[config.mk]
export PLATFORM = sky130hd
export DESIGN_NAME = fp16_to_fp6_pack4_flat
export DESIGN_NICKNAME = d
export VERILOG_FILES = /design/src/rtl/core/fp6p_pkg.sv /design/src/rtl/core/fp6p_req_if.sv /design/src/rtl/core/fp6p_res_if.sv /design/src/rtl/core/fp16_to_fp6_pack4.sv /design/src/flat_wrapper.sv
export VERILOG_INCLUDE_DIRS = /design/src /design/src/rtl/core
export SDC_FILE = /design/constraint.sdc
export NUM_CORES = 1
export LEC_CHECK = 0
export ABC_AREA = 1
export BUFFER_PORTS_ARGS = -buffer_cell sky130_fd_sc_hd__buf_4
export CAP_MARGIN = 20
export CORE_ASPECT_RATIO = 1.25
export CORE_MARGIN = 4
export CORE_UTILIZATION = 40
export CTS_CLUSTER_SIZE = 28
export DETAILED_ROUTE_END_ITERATION = 8
export PLACE_DENSITY = 0.69
export RECOVER_POWER = 25
export SYNTH_ARGS = -nofsm -noshare
export SYNTH_HDL_FRONTEND = slang
export SYNTH_SLANG_ARGS = --single-unit
[constraint.sdc]
create_clock -name clk -period 4.9 [get_ports clk]
set_input_delay 0.245 -clock clk [delete_from_list [all_inputs] [get_ports clk]]
set_output_delay 0.245 -clock clk [all_outputs]
set_load 0.05 [all_outputs]
[src/rtl/core/fp16_to_fp6_pack4_macros.svh]
// ----------------------------------------------------------------------------
// fp16_to_fp6_pack4 assertion macros
// Concurrent assertion shorthands used by the FP16 to FP6 packer.
// ----------------------------------------------------------------------------
`ifndef FP16_TO_FP6_PACK4_MACROS_SVH
`define FP16_TO_FP6_PACK4_MACROS_SVH

// same-cycle implication, disabled while reset is asserted
`define FP6P_ASSERT_IMP(lbl, clk, rst_n, ante, cons, msg) \
	lbl: assert property (@(posedge clk) disable iff (!(rst_n)) (ante) |-> (cons)) \
		else $error(msg);

// next-cycle implication, disabled while reset is asserted
`define FP6P_ASSERT_NXT(lbl, clk, rst_n, ante, cons, msg) \
	lbl: assert property (@(posedge clk) disable iff (!(rst_n)) (ante) |=> (cons)) \
		else $error(msg);

`endif

[src/rtl/core/fp6p_pkg.sv]
// ----------------------------------------------------------------------------
// fp6p_pkg
// Request and result types and lane conversion helpers for the FP6 packer.
// ----------------------------------------------------------------------------
`default_nettype none

package fp6p_pkg;

	localparam logic [14:0] MAG_MIN = 15'h2C00;	// 0.0625
	localparam logic [14:0] MAG_MAX = 15'h4F00;	// 28.0
	localparam logic [4:0]  EXP_NORM_MIN = 5'd13;
	localparam logic [4:0]  EXP_BIAS_DIFF = 5'd12;
	localparam logic [4:0]  EXP_SUB_HALF = 5'd12;
	localparam logic [4:0]  EXP_SUB_QUARTER = 5'd11;

	typedef struct packed {
		logic [15:0] lane0_half;
		logic [15:0] lane1_half;
		logic [15:0] lane2_half;
		logic [15:0] lane3_half;
	} fp6p_req_t;

	typedef struct packed {
		logic [7:0] packed_byte0;
		logic [7:0] packed_byte1;
		logic [7:0] packed_byte2;
		logic       out_of_range;
		logic [3:0] bad_lanes;
	} fp6p_res_t;

	// E3M2, bias 3, truncating; small exponents shift into the subnormal range
	function automatic logic [5:0] lane_code(input logic [15:0] h);
		logic [4:0] e;
		logic [1:0] m;
		logic [2:0] ne;
		logic [1:0] nm;
		e  = h[14:10];
		m  = h[9:8];
		ne = '0;
		nm = '0;
		if (e >= EXP_NORM_MIN) begin
			ne = 3'(e - EXP_BIAS_DIFF);
			nm = m;
		end else if (e == EXP_SUB_HALF) begin
			nm = {1'b1, m[1]};
		end else if (e == EXP_SUB_QUARTER) begin
			nm = 2'b01;
		end
		return {h[15], ne, nm};
	endfunction

	function automatic logic lane_bad(input logic [15:0] h);
		logic [14:0] mag;
		mag = h[14:0];
		return ((mag != '0) && (mag < MAG_MIN)) || (mag > MAG_MAX);
	endfunction

endpackage

`default_nettype wire

[src/rtl/core/fp6p_req_if.sv]
// ----------------------------------------------------------------------------
// fp6p_req_if
// Valid/ready channel carrying four FP16 lanes.
// ----------------------------------------------------------------------------
`default_nettype none

interface fp6p_req_if;
	import fp6p_pkg::*;

	logic      valid;
	logic      ready;
	fp6p_req_t payload;

	modport source (output valid, output payload, input ready);
	modport sink (input valid, input payload, output ready);
endinterface

`default_nettype wire

[src/rtl/core/fp6p_res_if.sv]
// ----------------------------------------------------------------------------
// fp6p_res_if
// Valid/ready channel carrying one packed FP6 group and its range flags.
// ----------------------------------------------------------------------------
`default_nettype none

interface fp6p_res_if;
	import fp6p_pkg::*;

	logic      valid;
	logic      ready;
	fp6p_res_t payload;

	modport source (output valid, output payload, input ready);
	modport sink (input valid, input payload, output ready);
endinterface

`default_nettype wire

[src/rtl/core/fp16_to_fp6_pack4.sv]
// Throughput: one request per cycle while the result output is not stalled.
// Path: input register, conversion logic, result register.
// A stalled result holds in the result register; the input register takes a
// request while empty, or once the result register is free in the same cycle.
// Reset (arst_n low) empties both stages at once; no payload is cleared.
// ----------------------------------------------------------------------------
// fp16_to_fp6_pack4
// Converts four FP16 lanes to E3M2 FP6 and packs them into three bytes.
// ----------------------------------------------------------------------------
`default_nettype none

module fp16_to_fp6_pack4 (
	input wire logic clk,
	input wire logic arst_n,
	fp6p_req_if.sink feed,
	fp6p_res_if.source result
);
	import fp6p_pkg::*;

	logic      valid_s1;
	fp6p_req_t req_s1;
	logic      valid_s2;
	fp6p_res_t res_s2;

	logic      load_s2;
	logic      load_s1;
	logic [5:0] code [4];
	logic [3:0] bad;
	fp6p_res_t res_next;

	assign load_s2 = valid_s1 && (!valid_s2 || result.ready);
	assign feed.ready = !valid_s1 || load_s2;
	assign load_s1 = feed.valid && feed.ready;

	always_comb begin
		code[0] = lane_code(req_s1.lane0_half);
		code[1] = lane_code(req_s1.lane1_half);
		code[2] = lane_code(req_s1.lane2_half);
		code[3] = lane_code(req_s1.lane3_half);
		bad = {lane_bad(req_s1.lane3_half), lane_bad(req_s1.lane2_half),
			lane_bad(req_s1.lane1_half), lane_bad(req_s1.lane0_half)};
		res_next.out_of_range = |bad;
		res_next.bad_lanes = bad;
		// drop the whole group when any lane is flagged
		if (|bad) begin
			res_next.packed_byte0 = '0;
			res_next.packed_byte1 = '0;
			res_next.packed_byte2 = '0;
		end else begin
			res_next.packed_byte0 = {code[0], code[1][5:4]};
			res_next.packed_byte1 = {code[1][3:0], code[2][5:2]};
			res_next.packed_byte2 = {code[2][1:0], code[3]};
		end
	end

	always_ff @(posedge clk or negedge arst_n) begin
		if (!arst_n) begin
			valid_s1 <= 1'b0;
			valid_s2 <= 1'b0;
		end else begin
			if (feed.ready) begin
				valid_s1 <= feed.valid;
			end
			if (!valid_s2 || result.ready) begin
				valid_s2 <= valid_s1;
			end
		end
	end

	always_ff @(posedge clk) begin
		if (load_s1) begin
			req_s1 <= feed.payload;
		end
		if (load_s2) begin
			res_s2 <= res_next;
		end
	end

	assign result.valid = valid_s2;
	assign result.payload = res_s2;

`include "fp16_to_fp6_pack4_macros.svh"

	`FP6P_ASSERT_IMP(a_flag_zeroes, clk, arst_n, valid_s2 && res_s2.out_of_range,
		(res_s2.packed_byte0 == '0) && (res_s2.packed_byte1 == '0) && (res_s2.packed_byte2 == '0),
		"flagged group carries nonzero bytes")
	`FP6P_ASSERT_IMP(a_flag_summary, clk, arst_n, valid_s2,
		res_s2.out_of_range == (res_s2.bad_lanes != '0),
		"out_of_range disagrees with bad_lanes")
	`FP6P_ASSERT_NXT(a_advance_fills, clk, arst_n, load_s2,
		valid_s2,
		"advanced request missing from result stage")
	`FP6P_ASSERT_NXT(a_accept_fills, clk, arst_n, load_s1,
		valid_s1,
		"accepted request missing from input stage")

endmodule

`default_nettype wire
[src/flat_wrapper.sv]
// flat-port wrapper written by rule: the top's interface ports become plain ports
module fp16_to_fp6_pack4_flat import fp6p_pkg::*;
  (clk, arst_n, feed_valid, feed_payload, feed_ready, result_valid, result_payload, result_ready);
  fp6p_req_if feed_i ();
  fp6p_res_if result_i ();
  input wire logic clk;
  input wire logic arst_n;
  input wire logic [$bits(feed_i.valid)-1:0] feed_valid;
  input wire logic [$bits(feed_i.payload)-1:0] feed_payload;
  output wire logic [$bits(feed_i.ready)-1:0] feed_ready;
  output wire logic [$bits(result_i.valid)-1:0] result_valid;
  output wire logic [$bits(result_i.payload)-1:0] result_payload;
  input wire logic [$bits(result_i.ready)-1:0] result_ready;
  assign feed_i.valid = feed_valid;
  assign feed_i.payload = feed_payload;
  assign feed_ready = feed_i.ready;
  assign result_valid = result_i.valid;
  assign result_payload = result_i.payload;
  assign result_i.ready = result_ready;
  fp16_to_fp6_pack4 u_core (.clk(clk), .arst_n(arst_n), .feed(feed_i), .result(result_i));
endmodule
* Word-level counts from Yosys, hierarchy flattened
Index checks and enable logic that the tools add are counted.
** Cells by class
- Magnitude comparators :: 12
- Reductions and logical operators :: 23
- $add $sub $neg :: 4
- Bitwise gates (word level) :: 4
- Multiplexer cells :: 12
- Equality and inequality tests :: 8
** Operators by type and width (count)
- 15-bit greater-than comparator, second input constant :: 4
- 15-bit by 14-bit less-than comparator with 1-bit output, second input constant :: 4
- 15-bit nonzero test :: 4
- 5-bit by 4-bit == test with 1-bit output, second input constant :: 8
- 5-bit by 4-bit >= comparator with 1-bit output, second input constant :: 4
- 5-bit OR reduction :: 4
- 2-bit 2-to-1 mux :: 8
- 3-bit subtractor, second input constant :: 4
- 1-bit logical AND :: 6
- 1-bit logical OR :: 6
- 1-bit 2-to-1 mux :: 4
- 1-bit NOT :: 4
- 4-bit OR reduction :: 1
- 1-bit logical NOT :: 2
** Word-level totals
- Register bits after elaboration :: 95
- Word-level logic and storage cells :: 79
- Output and inout port bits :: 31

* Depth between registers and ports, before layout
- Depth after elaboration :: 5
- Mapped depth :: 11
- Depth with buffers taken out :: 10

* Worst setup path before layout
OpenSTA, ideal clock, no wires.
- Kind :: reg-to-reg
- Start :: reg u_core.valid_s2, in the netlist u_core.result.valid
- End :: reg u_core.req_s1 (netlist bit u_core.code[11]) (enable)
- Data arrival time :: 2512 ps
- Setup time :: 418 ps
- Data required time :: 4482 ps
- Clock period less this slack :: 2929 ps
- Setup slack :: 1971 ps
- Cell stages (with the launch flop) :: 4
- Cells stage by stage :: dfrtp_1 -> nand3_1 -> nand2_1 -> inv_1
** Between the ends
- Longest elaborated chain between the ends :: 5
** RTL lines
- from (decl) :: RTL line fp16_to_fp6_pack4.sv:22 : logic valid_s2;
- from (signal assigned) :: RTL line fp16_to_fp6_pack4.sv:65 : valid_s2 <= valid_s1;
- 1-bit logical NOT :: RTL line fp16_to_fp6_pack4.sv:31 : assign load_s2 = valid_s1 && (!valid_s2 || result.ready);
- 1-bit logical OR :: RTL line fp16_to_fp6_pack4.sv:31
- 1-bit logical AND :: RTL line fp16_to_fp6_pack4.sv:31
- 1-bit logical OR :: RTL line fp16_to_fp6_pack4.sv:32 : assign feed.ready = !valid_s1 || load_s2;
- via feed_ready :: RTL line flat_wrapper.sv:10 : output wire logic [$bits(feed_i.ready)-1:0] feed_ready;
- 1-bit logical AND :: RTL line fp16_to_fp6_pack4.sv:33 : assign load_s1 = feed.valid && feed.ready;
- via u_core.load_s1 :: RTL line fp16_to_fp6_pack4.sv:26 : logic load_s1;
- to (signal assigned) :: RTL line fp16_to_fp6_pack4.sv:72 : req_s1 <= feed.payload;
- to (decl) :: RTL line fp16_to_fp6_pack4.sv:21 : fp6p_req_t req_s1;
The timed path passes the listed nets, and every way through them passes these cells.
A chain may end at the register's enable or synchronous reset.

* Final worst setup path
- Start :: reg u_core.valid_s2, in the netlist u_core.result.valid
- End :: reg u_core.req_s1[33] (netlist name) (enable)
** Between the ends
- Longest elaborated chain between the ends :: 5
** RTL lines (RTL line)
- 1-bit logical NOT :: fp16_to_fp6_pack4.sv:31
- 1-bit logical OR :: fp16_to_fp6_pack4.sv:31
- 1-bit logical AND :: fp16_to_fp6_pack4.sv:31
- 1-bit logical OR :: fp16_to_fp6_pack4.sv:32
- 1-bit logical AND :: fp16_to_fp6_pack4.sv:33
- via u_core.load_s1 :: fp16_to_fp6_pack4.sv:26
The timed path passes the listed nets, and every way through them passes these cells.

==> out/results.txt <==
The flow ran to the end, and the final reports show no timing, DRC or antenna violations. Of the synthesized area, sequential elements account for 74.7%. After synthesis the cells add up to 3810 µm².

Of the cells placed in the final design, the portion with a size suffix greater than 1 is 31.9%. The largest incremental delay on the critical path is 0.60 ns. The HPWL after detailed placement is 4.99 mm.

For this design the static power due to leakage is 0.00203 µW. Clock-pin slew was measured on the worst setup and hold paths at 0.06 ns. For this block, the via count after detailed routing is 2,469. The internal reg-to-reg setup slack came out at 3.19 ns. Counting instances in the post-synthesis netlist gives the leading cell types as edfxtp_1 (93), nor2_1 (69), nand2_1 (66). Yosys attributes the largest share of cell area to edfxtp_1 (73%), nor2_1 (6.8%), nand2_1 (6.5%), inv_1 (2.9%), nor2_2 (2.5%).

Walking the worst path, the cells encountered are nand3_1 -> nand2_1 -> inv_2 -> buf_4. The number of global-route vias before repair is 2,298. The logs give 39.9% for the relative slew slack and 12.7% for the total global routing track utilization. In this run, CTS created clock tree buffers numbering 9. The tools report the number of setup buffers added after CTS as 0. After synthesis, the largest area contributor takes up 73.3% of total cell area.

The most frequently used flop master after synthesis is edfxtp_1. The path class of the tightest hold or removal check is in2reg. The wire length of the first global-routing pass was 10.4 mm. The region available for standard cell placement spans 9220 µm².

The tools report the detailed-router iteration count before antenna repair as 4. Tracing the worst setup path back leads to its startpoint at u_core.result.valid. The power density normalized to cell area is 384 nW/µm². In the finished design, the share of the clock period the worst path needs comes to 34.9%. A synthesized cell averages 12.0 µm². The area of all sequential standard cells is 2840 µm², and the final routed wire length divided by cell count is 12.0 µm.

For this block, the initial DRC count from the detailed router was 82. Using the TritonRoute via totals, the vias-per-cell ratio works out to 4.45. The unique cell type count in the Yosys netlist is 17. In this run the worst setup path terminates at u_core.req_s1[33].

The net count of the mapped netlist is 385. Counting every sink on the clock net gives 95. The antenna diode count is 0. The minimum clock period after layout came out at 1.71 ns.

For this design, the slowest cell found on the critical path is buf_4. The multi-input gate area in the final layout was 852 µm²; the maximum fanout count along the critical path was 64. For the cell area after layout, the log shows 5000 µm². The worst path meets setup with 3.19 ns of slack. Endpoint type of the worst setup path: a flop. The logs give 41.3% for the starting density of the core and 0.851 for the global placer's final weighted congestion. The post-route clock skew is 0.00600 ns. In this run, synthesis inferred 93 flip-flops with an integrated enable. The top achievable clock speed was 0.584 GHz. Row generation in the floorplan step produced 39 rows.

For the remaining design rule violation count, the log shows 0. The die covers 11,200 µm². The run gives 0 as the final number of max-transition violations.

At the pin with the least slew margin, the transition time is 0.900 ns. The type of the worst setup path is reg2reg. For the number of antenna violations at the first check in global routing, the log shows 0.

The H-tree generated during clock tree synthesis spans 3 levels. Setup repair after global routing left no endpoint under its margin. The layout has 810 filler cells. For the worst setup path, the data required time is 4.86 ns.

The tools report the final hold violation count as 0. At the later pin of the worst-skew pair, clock insertion delay measures 0.34 ns. The total of hold buffers inserted after clock tree synthesis is 1. Clock tree synthesis selected as its root buffer the cell clkbuf_16. During I/O placement, the number of pins put on the boundary was 99. The flip-flop and latch count after synthesis came out at 95. Data arrives at the worst endpoint at 1.67 ns. The final-report setup violation count was 0; the count of instances resized after the clock tree is built was 0. The count of buffers added on input and output ports is 98.

From left edge to right edge, the die measures 95.3 µm. Synthesis handed over a netlist of 317 instances. The cell type contributing the most total cell area after synthesis was edfxtp_1. The worst setup path is launched from a flop. After synthesis, the share of flip-flops with an asynchronous set or reset is 2.11%. The run gives 0 as the sum of overflow across all layers after global routing. In this run the critical register-to-register path is launched from u_core.result.valid. The tools report the number of warnings reported in the yosys synthesis log as 0. IR analysis of the VDD net gives a maximum drop of 237 µV. edfxtp_1 is the most common cell in the netlist. The chip height came out at 117 µm. The run gives 0 ns as the setup TNS. Net count of the finished layout: 495. The run gives 0 as the count of maximum capacitance violations. The area growth from synthesis to layout is 31.2%.

Final antenna-violating net count: 0. The buffer depth of the longest clock path was 2; the largest net degree at the start of global routing was 65. TritonCTS built the clock tree. The logs give 6.68 mm for the total detailed-routing wirelength and 4700 µm² for the placed instance area. The worst slack after detailed placement came out at 3.16 ns.

Capture point of the worst reg-to-reg path: u_core.req_s1[33]. The worst-case reg-to-reg path depth came out at 4.
[worst max-delay path, delay by kind of cell, from the launching register on]
family,cells,cell delay [ns]
flops,1,0.43
buf+inv,2,0.65
simple gates,2,0.24
[sequential cells by signal, indices dropped and copies added (netlist names)]
register	flops
u_core.code	4
u_core.req_s1	60
u_core.result.payload	29
u_core.result.valid	1
u_core.valid_s1	1
[cells by family (layout without fill, tap and decap cells)]
kind of cell           after synthesis  in the layout  synth area share, %
AOI/OAI and AO/OA                   17             17                 2.30
and+or+nand+nor                    174            174                 19.8
DFF                                 95             95                 74.7
buffers and inverters               31            146                 3.25
[worst min-delay path by stage]
| stage | startpoint | endpoint | slack (ns) | depth (start not counted) |
|---|---|---|---|---|
| after detailed placement | arst_n | u_core.result.valid | 0.03 | 1 |
| final | feed_payload[28] | u_core.req_s1[28] | 0.09 | 1 |
| after global placement | arst_n | u_core.valid_s1 | 0.03 | 1 |
| after CTS | feed_payload[13] | u_core.req_s1[13] | 0.07 | 1 |
| after global routing | feed_payload[63] | u_core.code[23] | 0.08 | 1 |
| after floorplan | arst_n | u_core.result.valid | -0.05 | 0 |
[layout by cell type, fill, tap and decap left out, drive strengths merged]
cell         count
a211oi           1
a21oi            8
buf             44
bufinv           1
clkbuf          66
clkinv           5
dfrtp            2
dlygate4sd3      1
edfxtp          93
inv             29
nand2           74
nand3           12
nand3b           2
nand4            1
nor2            85
o21ai            8
[area by class of cell]
cell class,count,area share (%)
Timing Repair Buffer,100,15.1
Inverter,30,2.25
Multi-Input combinational cell,191,17.1
Tap cell,123,3.08
Sequential cell,95,56.9
Clock inverter,5,0.977
Clock buffer,11,4.66
[report_power, final]
part / internal (µW) / switching [µW] / total [µW] / leakage, µW
sequential: 972 / 29.9 / 1000 / 0.000920
clock: 391 / 264 / 655 / 0.000141
combinational: 85.9 / 175 / 261 / 0.000974
total: 1450 / 469 / 1920 / 0.00203
[per-layer routing]
layer	track usage, %	part of all wire, %
met1	14.3	39
met3	2.56	5.3
met2	21.7	53
met4	8.85	3.4
met5	0	0
[through the flow]
step	cells	util [%]	hold WS [ns]	total power, µW
floorplan	317	-	-0.0506	1180
global placement	538	51.0	0.0284	1280
detailed placement	538	51.0	0.0319	1290
CTS	555	54.2	0.0661	1950
global route	555	54.2	0.0775	2010
finish	555	54.2	0.0879	1920
No activity file was read; power rests on OpenSTA's default activity.
